--- config.mk ---
export PLATFORM = sky130hd
export DESIGN_NAME = pingpong_timestamp_logger_top
export DESIGN_NICKNAME = d
export VERILOG_FILES = /design/src/ptl_pkg.sv /design/src/ptl_banks.sv /design/src/pingpong_timestamp_logger_top.sv
export SDC_FILE = /design/constraint.sdc
export NUM_CORES = 1
export LEC_CHECK = 0
export BUFFER_PORTS_ARGS = -buffer_cell sky130_fd_sc_hd__buf_2
export CAP_MARGIN = 20
export CORE_UTILIZATION = 24
export DETAILED_ROUTE_END_ITERATION = 8
export GPL_TIMING_DRIVEN = 0
export PLACE_DENSITY_LB_ADDON = 0.3
export SLEW_MARGIN = 40
export SYNTH_ARGS = -nofsm -noshare
export SYNTH_HDL_FRONTEND = slang
export SYNTH_HIERARCHICAL = 1
export SYNTH_SLANG_ARGS = --single-unit
--- constraint.sdc ---
create_clock -name aclk -period 17.75 [get_ports aclk]
set_clock_uncertainty 0.15 [all_clocks]
set_input_delay 0 -clock aclk [delete_from_list [all_inputs] [get_ports aclk]]
set_output_delay 0 -clock aclk [all_outputs]
set_load 0.005 [all_outputs]
--- src/ptl_pkg.sv ---
// Shared constants, types and the timer conversion for the timestamp logger.
`default_nettype none
package ptl_pkg;

    // Bank geometry
    localparam int BANK_DEPTH = 512;
    localparam int ADDR_W     = $clog2(BANK_DEPTH);
    localparam int FILL_W     = $clog2(BANK_DEPTH + 1);
    localparam int SUM_W      = ((FILL_W > 9) ? FILL_W : 9) + 1;

    // Field widths
    localparam int DATA_W  = 32;
    localparam int LEN_W   = 9;
    localparam int TIMER_W = 16;
    localparam int WADDR_W = 9;
    localparam int BYTES_W = 11;

    localparam logic [LEN_W-1:0] FILL_LIMIT_RESET = 9'd511;

    // One result as it sits in the output queue
    typedef struct packed {
        logic              bank;
        logic [FILL_W-1:0] addr;
        logic [DATA_W-1:0] word;
        logic              is_ts;
        logic              flush_valid;
        logic              flush_bank;
        logic [BYTES_W-1:0] flush_bytes;
        logic              dropped;
        logic              last;
    } ptl_result_t;

    // Bank write request
    typedef struct packed {
        logic              en;
        logic              bank;
        logic [ADDR_W-1:0] addr;
        logic [DATA_W-1:0] data;
    } ptl_wr_t;

    // Exact conversion of a 16-bit timer value to single precision
    function automatic logic [31:0] timer_to_single(input logic [TIMER_W-1:0] v);
        logic [3:0]  p;
        logic [23:0] shifted;
        logic [7:0]  expo;
        p = 4'd0;
        for (int i = 0; i < TIMER_W; i++) begin
            if (v[i]) begin
                p = 4'(i);
            end
        end
        shifted = 24'({v, 7'b0}) << (5'd16 - {1'b0, p});
        expo    = 8'd127 + {4'b0, p};
        if (v == '0) begin
            timer_to_single = 32'd0;
        end else begin
            timer_to_single = {1'b0, expo, shifted[22:0]};
        end
    endfunction

endpackage
`default_nettype wire

--- src/ptl_banks.sv ---
// The two word banks of the logger, one write port shared between them.
`default_nettype none
module ptl_banks (
    input  wire logic            aclk,
    input  wire ptl_pkg::ptl_wr_t wr
);
    import ptl_pkg::*;

    logic [DATA_W-1:0] bank_zero_mem [BANK_DEPTH];
    logic [DATA_W-1:0] bank_one_mem  [BANK_DEPTH];

    // Word store
    always_ff @(posedge aclk) begin
        if (wr.en && !wr.bank) begin
            bank_zero_mem[wr.addr] <= wr.data;
        end
        if (wr.en && wr.bank) begin
            bank_one_mem[wr.addr] <= wr.data;
        end
    end

endmodule
`default_nettype wire

--- src/pingpong_timestamp_logger_top.sv ---
// Ping-pong timestamp logger: appends records and timestamps to two banks, flushes on limit.
//
// Each accepted record word is written to the active bank; after a record's last word the
// timer sample is written as an exact single-precision word. When a new record would push
// the bank past fill_limit, a flush descriptor (bank, byte count) rides on the first
// result of that word and the other bank becomes active. Words beyond the bank end are
// flagged as dropped and not stored. Rate: one item per cycle while each item gives one
// result and m_ready is high; an item that closes a record gives two results and holds
// s_ready low until the first leaves, since the single result port and the one bank write
// port (written as results leave) move one word per cycle. Results sit in a two-entry
// output queue, so an item is taken in the cycle its predecessor's last result leaves.
`default_nettype none
module pingpong_timestamp_logger_top (
    input  wire logic                        aclk,
    input  wire logic                        aresetn,
    // configuration
    input  wire logic                        cfg_we,
    input  wire logic [ptl_pkg::LEN_W-1:0]   cfg_wdata,
    // input channel
    input  wire logic                        s_valid,
    output      logic                        s_ready,
    input  wire logic [ptl_pkg::DATA_W-1:0]  s_data_word,
    input  wire logic [ptl_pkg::LEN_W-1:0]   s_record_length,
    input  wire logic [ptl_pkg::TIMER_W-1:0] s_timer_sample,
    // result channel
    output      logic                        m_valid,
    input  wire logic                        m_ready,
    output      logic                        m_write_bank,
    output      logic [ptl_pkg::WADDR_W-1:0] m_write_address,
    output      logic [ptl_pkg::DATA_W-1:0]  m_written_word,
    output      logic                        m_is_timestamp,
    output      logic                        m_flush_valid,
    output      logic                        m_flush_bank,
    output      logic [ptl_pkg::BYTES_W-1:0] m_flush_bytes,
    output      logic                        m_dropped,
    output      logic                        m_last
);
    import ptl_pkg::*;

    localparam logic [FILL_W-1:0] DEPTH_F = FILL_W'(BANK_DEPTH);

    // Control state
    logic [LEN_W-1:0]  fill_limit_reg, fill_limit_next;
    logic [FILL_W-1:0] fill_zero_reg,  fill_zero_next;
    logic [FILL_W-1:0] fill_one_reg,   fill_one_next;
    logic              active_bank_reg, active_bank_next;
    logic [LEN_W-1:0]  wir_reg,        wir_next;
    logic [1:0]        cnt_reg,        cnt_next;

    // Output queue payload
    ptl_result_t slot0_reg, slot0_next;
    ptl_result_t slot1_reg, slot1_next;

    logic push, pop;

    // Item evaluation
    logic [FILL_W-1:0] fill_cur, fill_w, fill_a, fill_b;
    logic [SUM_W-1:0]  need;
    logic              flush, wbank, two, len_zero, drop0, drop1;
    logic [31:0]       stamp;
    ptl_result_t       r0, r1;
    ptl_wr_t           wr;

    assign m_valid = (cnt_reg != 2'd0);
    assign s_ready = (cnt_reg == 2'd0) || ((cnt_reg == 2'd1) && m_ready);
    assign push    = s_valid && s_ready;
    assign pop     = m_valid && m_ready;

    // Flush decision at record start, then up to two bank writes
    always_comb begin
        fill_cur = active_bank_reg ? fill_one_reg : fill_zero_reg;
        need     = SUM_W'(fill_cur) + SUM_W'(s_record_length) + SUM_W'(1);
        flush    = (wir_reg == '0) && (need > SUM_W'(fill_limit_reg));
        wbank    = active_bank_reg ^ flush;
        fill_w   = wbank ? fill_one_reg : fill_zero_reg;
        len_zero = (s_record_length == '0);
        two      = !len_zero &&
                   ({1'b0, wir_reg} + 10'd1 >= {1'b0, s_record_length});
        stamp    = timer_to_single(s_timer_sample);

        drop0  = (fill_w >= DEPTH_F);
        fill_a = drop0 ? fill_w : fill_w + FILL_W'(1);
        drop1  = (fill_a >= DEPTH_F);
        fill_b = drop1 ? fill_a : fill_a + FILL_W'(1);

        r0.bank        = wbank;
        r0.addr        = fill_w;
        r0.word        = len_zero ? stamp : s_data_word;
        r0.is_ts       = len_zero;
        r0.flush_valid = flush;
        r0.flush_bank  = flush & active_bank_reg;
        r0.flush_bytes = flush ? BYTES_W'({fill_cur, 2'b00}) : '0;
        r0.dropped     = drop0;
        r0.last        = !two;

        r1.bank        = wbank;
        r1.addr        = fill_a;
        r1.word        = stamp;
        r1.is_ts       = 1'b1;
        r1.flush_valid = 1'b0;
        r1.flush_bank  = 1'b0;
        r1.flush_bytes = '0;
        r1.dropped     = drop1;
        r1.last        = 1'b1;
    end

    // State update
    always_comb begin
        fill_limit_next  = cfg_we ? cfg_wdata : fill_limit_reg;
        fill_zero_next   = fill_zero_reg;
        fill_one_next    = fill_one_reg;
        active_bank_next = active_bank_reg;
        wir_next         = wir_reg;
        if (push) begin
            active_bank_next = wbank;
            if (flush && !active_bank_reg) begin
                fill_zero_next = '0;
            end
            if (flush && active_bank_reg) begin
                fill_one_next = '0;
            end
            if (wbank) begin
                fill_one_next = two ? fill_b : fill_a;
            end else begin
                fill_zero_next = two ? fill_b : fill_a;
            end
            if (len_zero || two) begin
                wir_next = '0;
            end else begin
                wir_next = wir_reg + LEN_W'(1);
            end
        end
    end

    // Output queue: new item loads only once the queue drains
    always_comb begin
        slot0_next = slot0_reg;
        slot1_next = slot1_reg;
        cnt_next   = cnt_reg;
        priority if (push) begin
            slot0_next = r0;
            slot1_next = r1;
            cnt_next   = two ? 2'd2 : 2'd1;
        end else if (pop) begin
            slot0_next = slot1_reg;
            cnt_next   = cnt_reg - 2'd1;
        end
    end

    always_ff @(posedge aclk) begin
        if (!aresetn) begin
            fill_limit_reg  <= FILL_LIMIT_RESET;
            fill_zero_reg   <= '0;
            fill_one_reg    <= '0;
            active_bank_reg <= 1'b0;
            wir_reg         <= '0;
            cnt_reg         <= 2'd0;
        end else begin
            fill_limit_reg  <= fill_limit_next;
            fill_zero_reg   <= fill_zero_next;
            fill_one_reg    <= fill_one_next;
            active_bank_reg <= active_bank_next;
            wir_reg         <= wir_next;
            cnt_reg         <= cnt_next;
        end
    end

    always_ff @(posedge aclk) begin
        slot0_reg <= slot0_next;
        slot1_reg <= slot1_next;
    end

    // Bank write as the result is transferred
    always_comb begin
        wr.en   = pop && !slot0_reg.dropped;
        wr.bank = slot0_reg.bank;
        wr.addr = slot0_reg.addr[ADDR_W-1:0];
        wr.data = slot0_reg.word;
    end

    ptl_banks u_banks (
        .aclk (aclk),
        .wr   (wr)
    );

    // Result ports
    assign m_write_bank    = slot0_reg.bank;
    assign m_write_address = WADDR_W'(slot0_reg.addr);
    assign m_written_word  = slot0_reg.word;
    assign m_is_timestamp  = slot0_reg.is_ts;
    assign m_flush_valid   = slot0_reg.flush_valid;
    assign m_flush_bank    = slot0_reg.flush_bank;
    assign m_flush_bytes   = slot0_reg.flush_bytes;
    assign m_dropped       = slot0_reg.dropped;
    assign m_last          = slot0_reg.last;

endmodule
`default_nettype wire

# == After elaboration in Yosys (flattened, before gate mapping) ==
# Cells that the tools add are included.
# Widths: inputs -> output; s select.
# word_totals
register_bits,143
inputBits,71
out_inout_bits,60
wordCells,91
# classes
add_sub_neg,9
order_cmp,4
n_eq_ne,2
shift,1
muxes,33
bitwise_logic,2
reduce_logical,21
# op_table
operator,count
$mux 59,2
$mux 10,9
$mux 4,14
$mux 32,1
$mux 31,1
$shl 23x5->23,1
$add 10x1->10 const B,2
$ge 10x10->1 const B,2
$logic_not 9->1,2
$logic_not 16->1,1
$add 10x9->11,1
$add 11x1->11 const B,1
$gt 11x9->1,1
$mux 11,1
$add 9x1->10 const B,1
$ge 10x9->1,1
$add 9x1->9 const B,1
$mux 9,1
$add 7x4->8 const A,1
$logic_and 1x1->1,7
$mux 2,3
$reduce_bool 2->1,3
$sub 5x4->5 const A,1
$reduce_and 2->1,2
other kinds (9),12

# == Logic depth before layout (Yosys ltp) ==
# logic_depth
word_depth,20
ltp_mapped,33
depth_no_buf,30

# == Worst setup path before layout ==
# Ideal clock, no wire load.
# synth_timing
path_kind,reg-to-reg
from,register active_bank_reg
to,register fill_zero_reg[7]
setup_ns,0.117
arrival_ns,6.774
required_time_ns,17.483
setup_slack_ns,10.709
stages_incl_launch_ff,33
path_buffers,4
synth_period_minus_slack_ns,7.041
path_cell_list,dfxtp_1 -> buf_1 -> mux2i_1 -> inv_1 -> ha_1 -> nor2b_1 -> o21ai_0 -> a21boi_0 -> o21ai_0 -> a21boi_0 -> o21a_1 -> nor2_1 -> xnor2_1 -> ha_1 -> a21o_1 -> a211o_1 -> a211oi_1 -> o32a_1 -> or2_2 -> ha_1 -> clkbuf_1 -> buf_2 -> buf_1 -> mux2_2 -> ha_1 -> nor2b_1 -> xnor2_1 -> mux2i_1 -> nand3_1 -> nor3b_1 -> nand4_1 -> xnor2_1 -> a22o_1
# synth_rtl
element,line_no,rtl
"start, declared",pingpong_timestamp_logger_top.sv:46,"logic active_bank_reg, active_bank_next;"
"start signal, assigned",pingpong_timestamp_logger_top.sv:162,active_bank_reg <= active_bank_next;
"end signal, assigned",pingpong_timestamp_logger_top.sv:160,fill_zero_reg <= fill_zero_next;
"end, declared",pingpong_timestamp_logger_top.sv:44,"logic [FILL_W-1:0] fill_zero_reg, fill_zero_next;"

==> metrics.md <==
| Metric | Value |
|---|---|
| Cts repair resizes | 0 |
| Outcome | finished, final reports clean |
| Worst slew margin | 0.5064 |
| Mean post-synth cell area | 9.664 um2 |
| Core footprint | 32620 um2 |
| Crit-path leading delay family | compound AO/OA/AOI/OAI gates |
| Count of final setup violators | 0 |
| Layout fillers | 3383 |
| Logic pwr share | 0.236 |
| Commonest non-fill, non-tap cell in the layout | buf_2 |
| Hold_ws | 21.50 ps |
| I/O pin count | 131 |
| Post-synth EDFFs | 90 |
| CP endpoint kind | flip-flop |
| Hold_sp | aresetn |
| Final hold vios | 0 |
| Reg power frac | 0.409 |
| PortBufs | 123 |
| Clock sinks | 131 |
| GP Congestion | 0.8766 |
| Critical Path Fanout Max | 10 |
| Clk buf depth | 2 |
| Switch share | 0.3091 |
| Diode count | 0 |
| Worst-case reg-to-reg path depth | 32 |
| Overflow after GRT | 0 |
| Drt drc | 0 |
| Die area | 33990 um2 |
| Internal | 669.1 uW |
| Synthesis-to-finish area growth | 28.75% |
| Most used DFF post-synth | edfxtp_1 |
| Max cap viols | 0 |
| Post-CTS setup buffers | 0 |
| Die Wd | 184.4 um |
| CTS tree | yes |
| Setup WS pre-CTS | 8943 ps |
| Hold buffers post-CTS | 51 |
| FP Rows | 66 |
| CP Data Required Time | 17960 ps |
| Vias in the first global route | 6790 |
| Pwr/cell area | 94.23 nW/um2 |
| Hpwl dp | 18.58 mm |
| Crit path top cell by count | ha_1 |
| Max Clock Freq | 0.1129 GHz |
| Buffers plus inverters on the worst setup path | 5 |
| Power share of the clock group | 0.355 |
| Setup crit start kind | flip-flop |
| Total wire length | 24.46 mm |
| Initial antenna violation count | 0 |
| Leak Pwr | 0.004243 uW |
| Fin nets | 1133 |
| WHS Endpoint | fill_one_reg[3] |
| Least-Margin Pin Slew | 737.7 ps |
| Critical path arrival | 9070 ps |
| Switching power | 299.3 uW |
| Ys async rst share | 0 |
| Global Route Usage Sum | 0.1468 |
| Worst Hold Path Cells | 3 |
| H-tree Lvls | 4 |
| Worst ir drop on vdd | 0.00005681 V |
| Worst Hold Class | in -> reg |
| Final worst-path cycle share | 0.4990 |
| Number of DRC markers in iteration 0 | 481 |
| Seq/Total Area, Yosys | 0.4414 |
| Library cells used by synthesis | 75 |
| Critical R2R Capture | fill_one_reg[9] |
| Clk Latency, worst-skew pair | 430 ps |
| R2r startpoint | active_bank_reg |
| Largest register FFs | 34 |
| Cells after Synth | 826 |
| Drt first pass iters | 5 |
| Mapped Area | 7983 um2 |
| Avg WL per Cell | 16.57 um |
| Root buf cell | clkbuf_16 |
| Unrepaired setup endpoints after global routing | no |
| Most frequent cells in the layout | buf_2 (127), edfxtp_1 (90), nand2_1 (88) |
| Minimum clock period | 8857 ps |
| TritonCTS buffer count | 17 |
| Vias | 6933 |
| Share of cells above drive strength 1 | 0.1915 |
| Setup TNS | 0 ps |
| Flops & latches, synth | 131 |
| Starting density of the core | 0.2447 |
| Pins Over Slew Limit | 0 |
| Crit-path max cell delay | 550 ps |
| DR vias/cell | 4.697 |
| First-pass GRT wire length | 38.09 mm |
| Final antenna-violating net count | 0 |
| Final WS setup | 8893 ps |
| Worst-path clk slew | 60 ps |
| Largest net degree at the start of global routing | 61 |
| Critical path's slowest cell | mux2i_1 |
| FF-to-FF setup slack | 8890 ps |
| Crit path kind | reg -> reg |
| Yosys warns | 6 |
| DIE HEIGHT | 184.4 um |
-- metal layers --
layer	global-route usage	up-vias	share of wire
met4	0.03067	0	0.0085
li1	-	3414	-
met3	0.02746	16	0.041
met5	0	-	0
met1	0.1966	3318	0.48
met2	0.2442	185	0.47
-- worst max path at each step --
stage                    start                to  depth (start not counted)  slack (ps)
3_3_place_gp   active_bank_reg   fill_one_reg[9]                         32        9000
5_1_grt        active_bank_reg   fill_one_reg[9]                         32        8170
3_5_place_dp   active_bank_reg  fill_zero_reg[9]                         32        8940
6_report       active_bank_reg   fill_one_reg[9]                         32        8890
2_1_floorplan  active_bank_reg  fill_zero_reg[7]                         32       10710
4_1_cts        active_bank_reg  fill_zero_reg[9]                         32        8890
-- metrics by stage --
stage / cell area (um2) / utilization / cells / power [uW]
6_report: 10280 / 0.3151 / 1476 / 968.4
5_1_grt: 10280 / 0.3151 / 1476 / 1021
4_1_cts: 10270 / 0.3149 / 1476 / 979.6
3_5_place_dp: 9191 / 0.2818 / 1393 / 624.9
3_3_place_gp: 9155 / 0.2807 / 1392 / 621.9
2_1_floorplan: 7986 / - / 827 / 529.6
-- worst min-delay path, cell delays in order --
cell and delay [ps]:
clkbuf_1 210, nand4b_1 240, o21ai_0 90
-- cell type report --
class	instances	area, um2	share of cell area
multi-input combinational	607	4135	0.4024
inverter	43	161.4	0.01570
timing repair buffer	175	1146	0.1115
tap	442	553.0	0.05381
sequential	131	3523	0.3428
clock inverter	15	143.9	0.01400
buffer	46	188.9	0.01838
clock buffer	17	425.4	0.04139
-- synth_stat cells, types with 19 or more instances --
library cell,instances,area share
edfxtp_1,90,0.34
nand2_1,88,0.041
nor2_1,65,0.031
inv_1,42,0.020
dfxtp_1,41,0.10
ha_1,40,0.063
o21ai_0,39,0.024
a21oi_1,32,0.020
clkbuf_1,32,0.015
nand3_1,26,0.016
mux2i_1,23,0.029
nor2b_1,23,0.018
nor3_1,21,0.013
and3_1,20,0.016
mux2_2,19,0.027
-- power by group through the flow --
| stage | clock, uW | sequential (uW) | combinational, uW |
|---|---|---|---|
| after floorplan | 0 | 403 | 127 |
| after global placement | 0 | 406 | 216 |
| after detailed placement | 0 | 404 | 221 |
| after CTS | 351 | 398 | 231 |
| after global routing | 367 | 400 | 254 |
| final | 344 | 396 | 228 |
-- cell families after synthesis --
| kind of cell | synth area share |
|---|---|
| compound gates | 0.1643 |
| mux | 0.05846 |
| fa+ha+maj | 0.06520 |
| xor+xnor | 0.03636 |
| buf+inv | 0.04373 |
| simple gates | 0.1901 |
| other cells | 0.0004698 |
| flops | 0.4414 |
(Power assumes the default switching activity.)
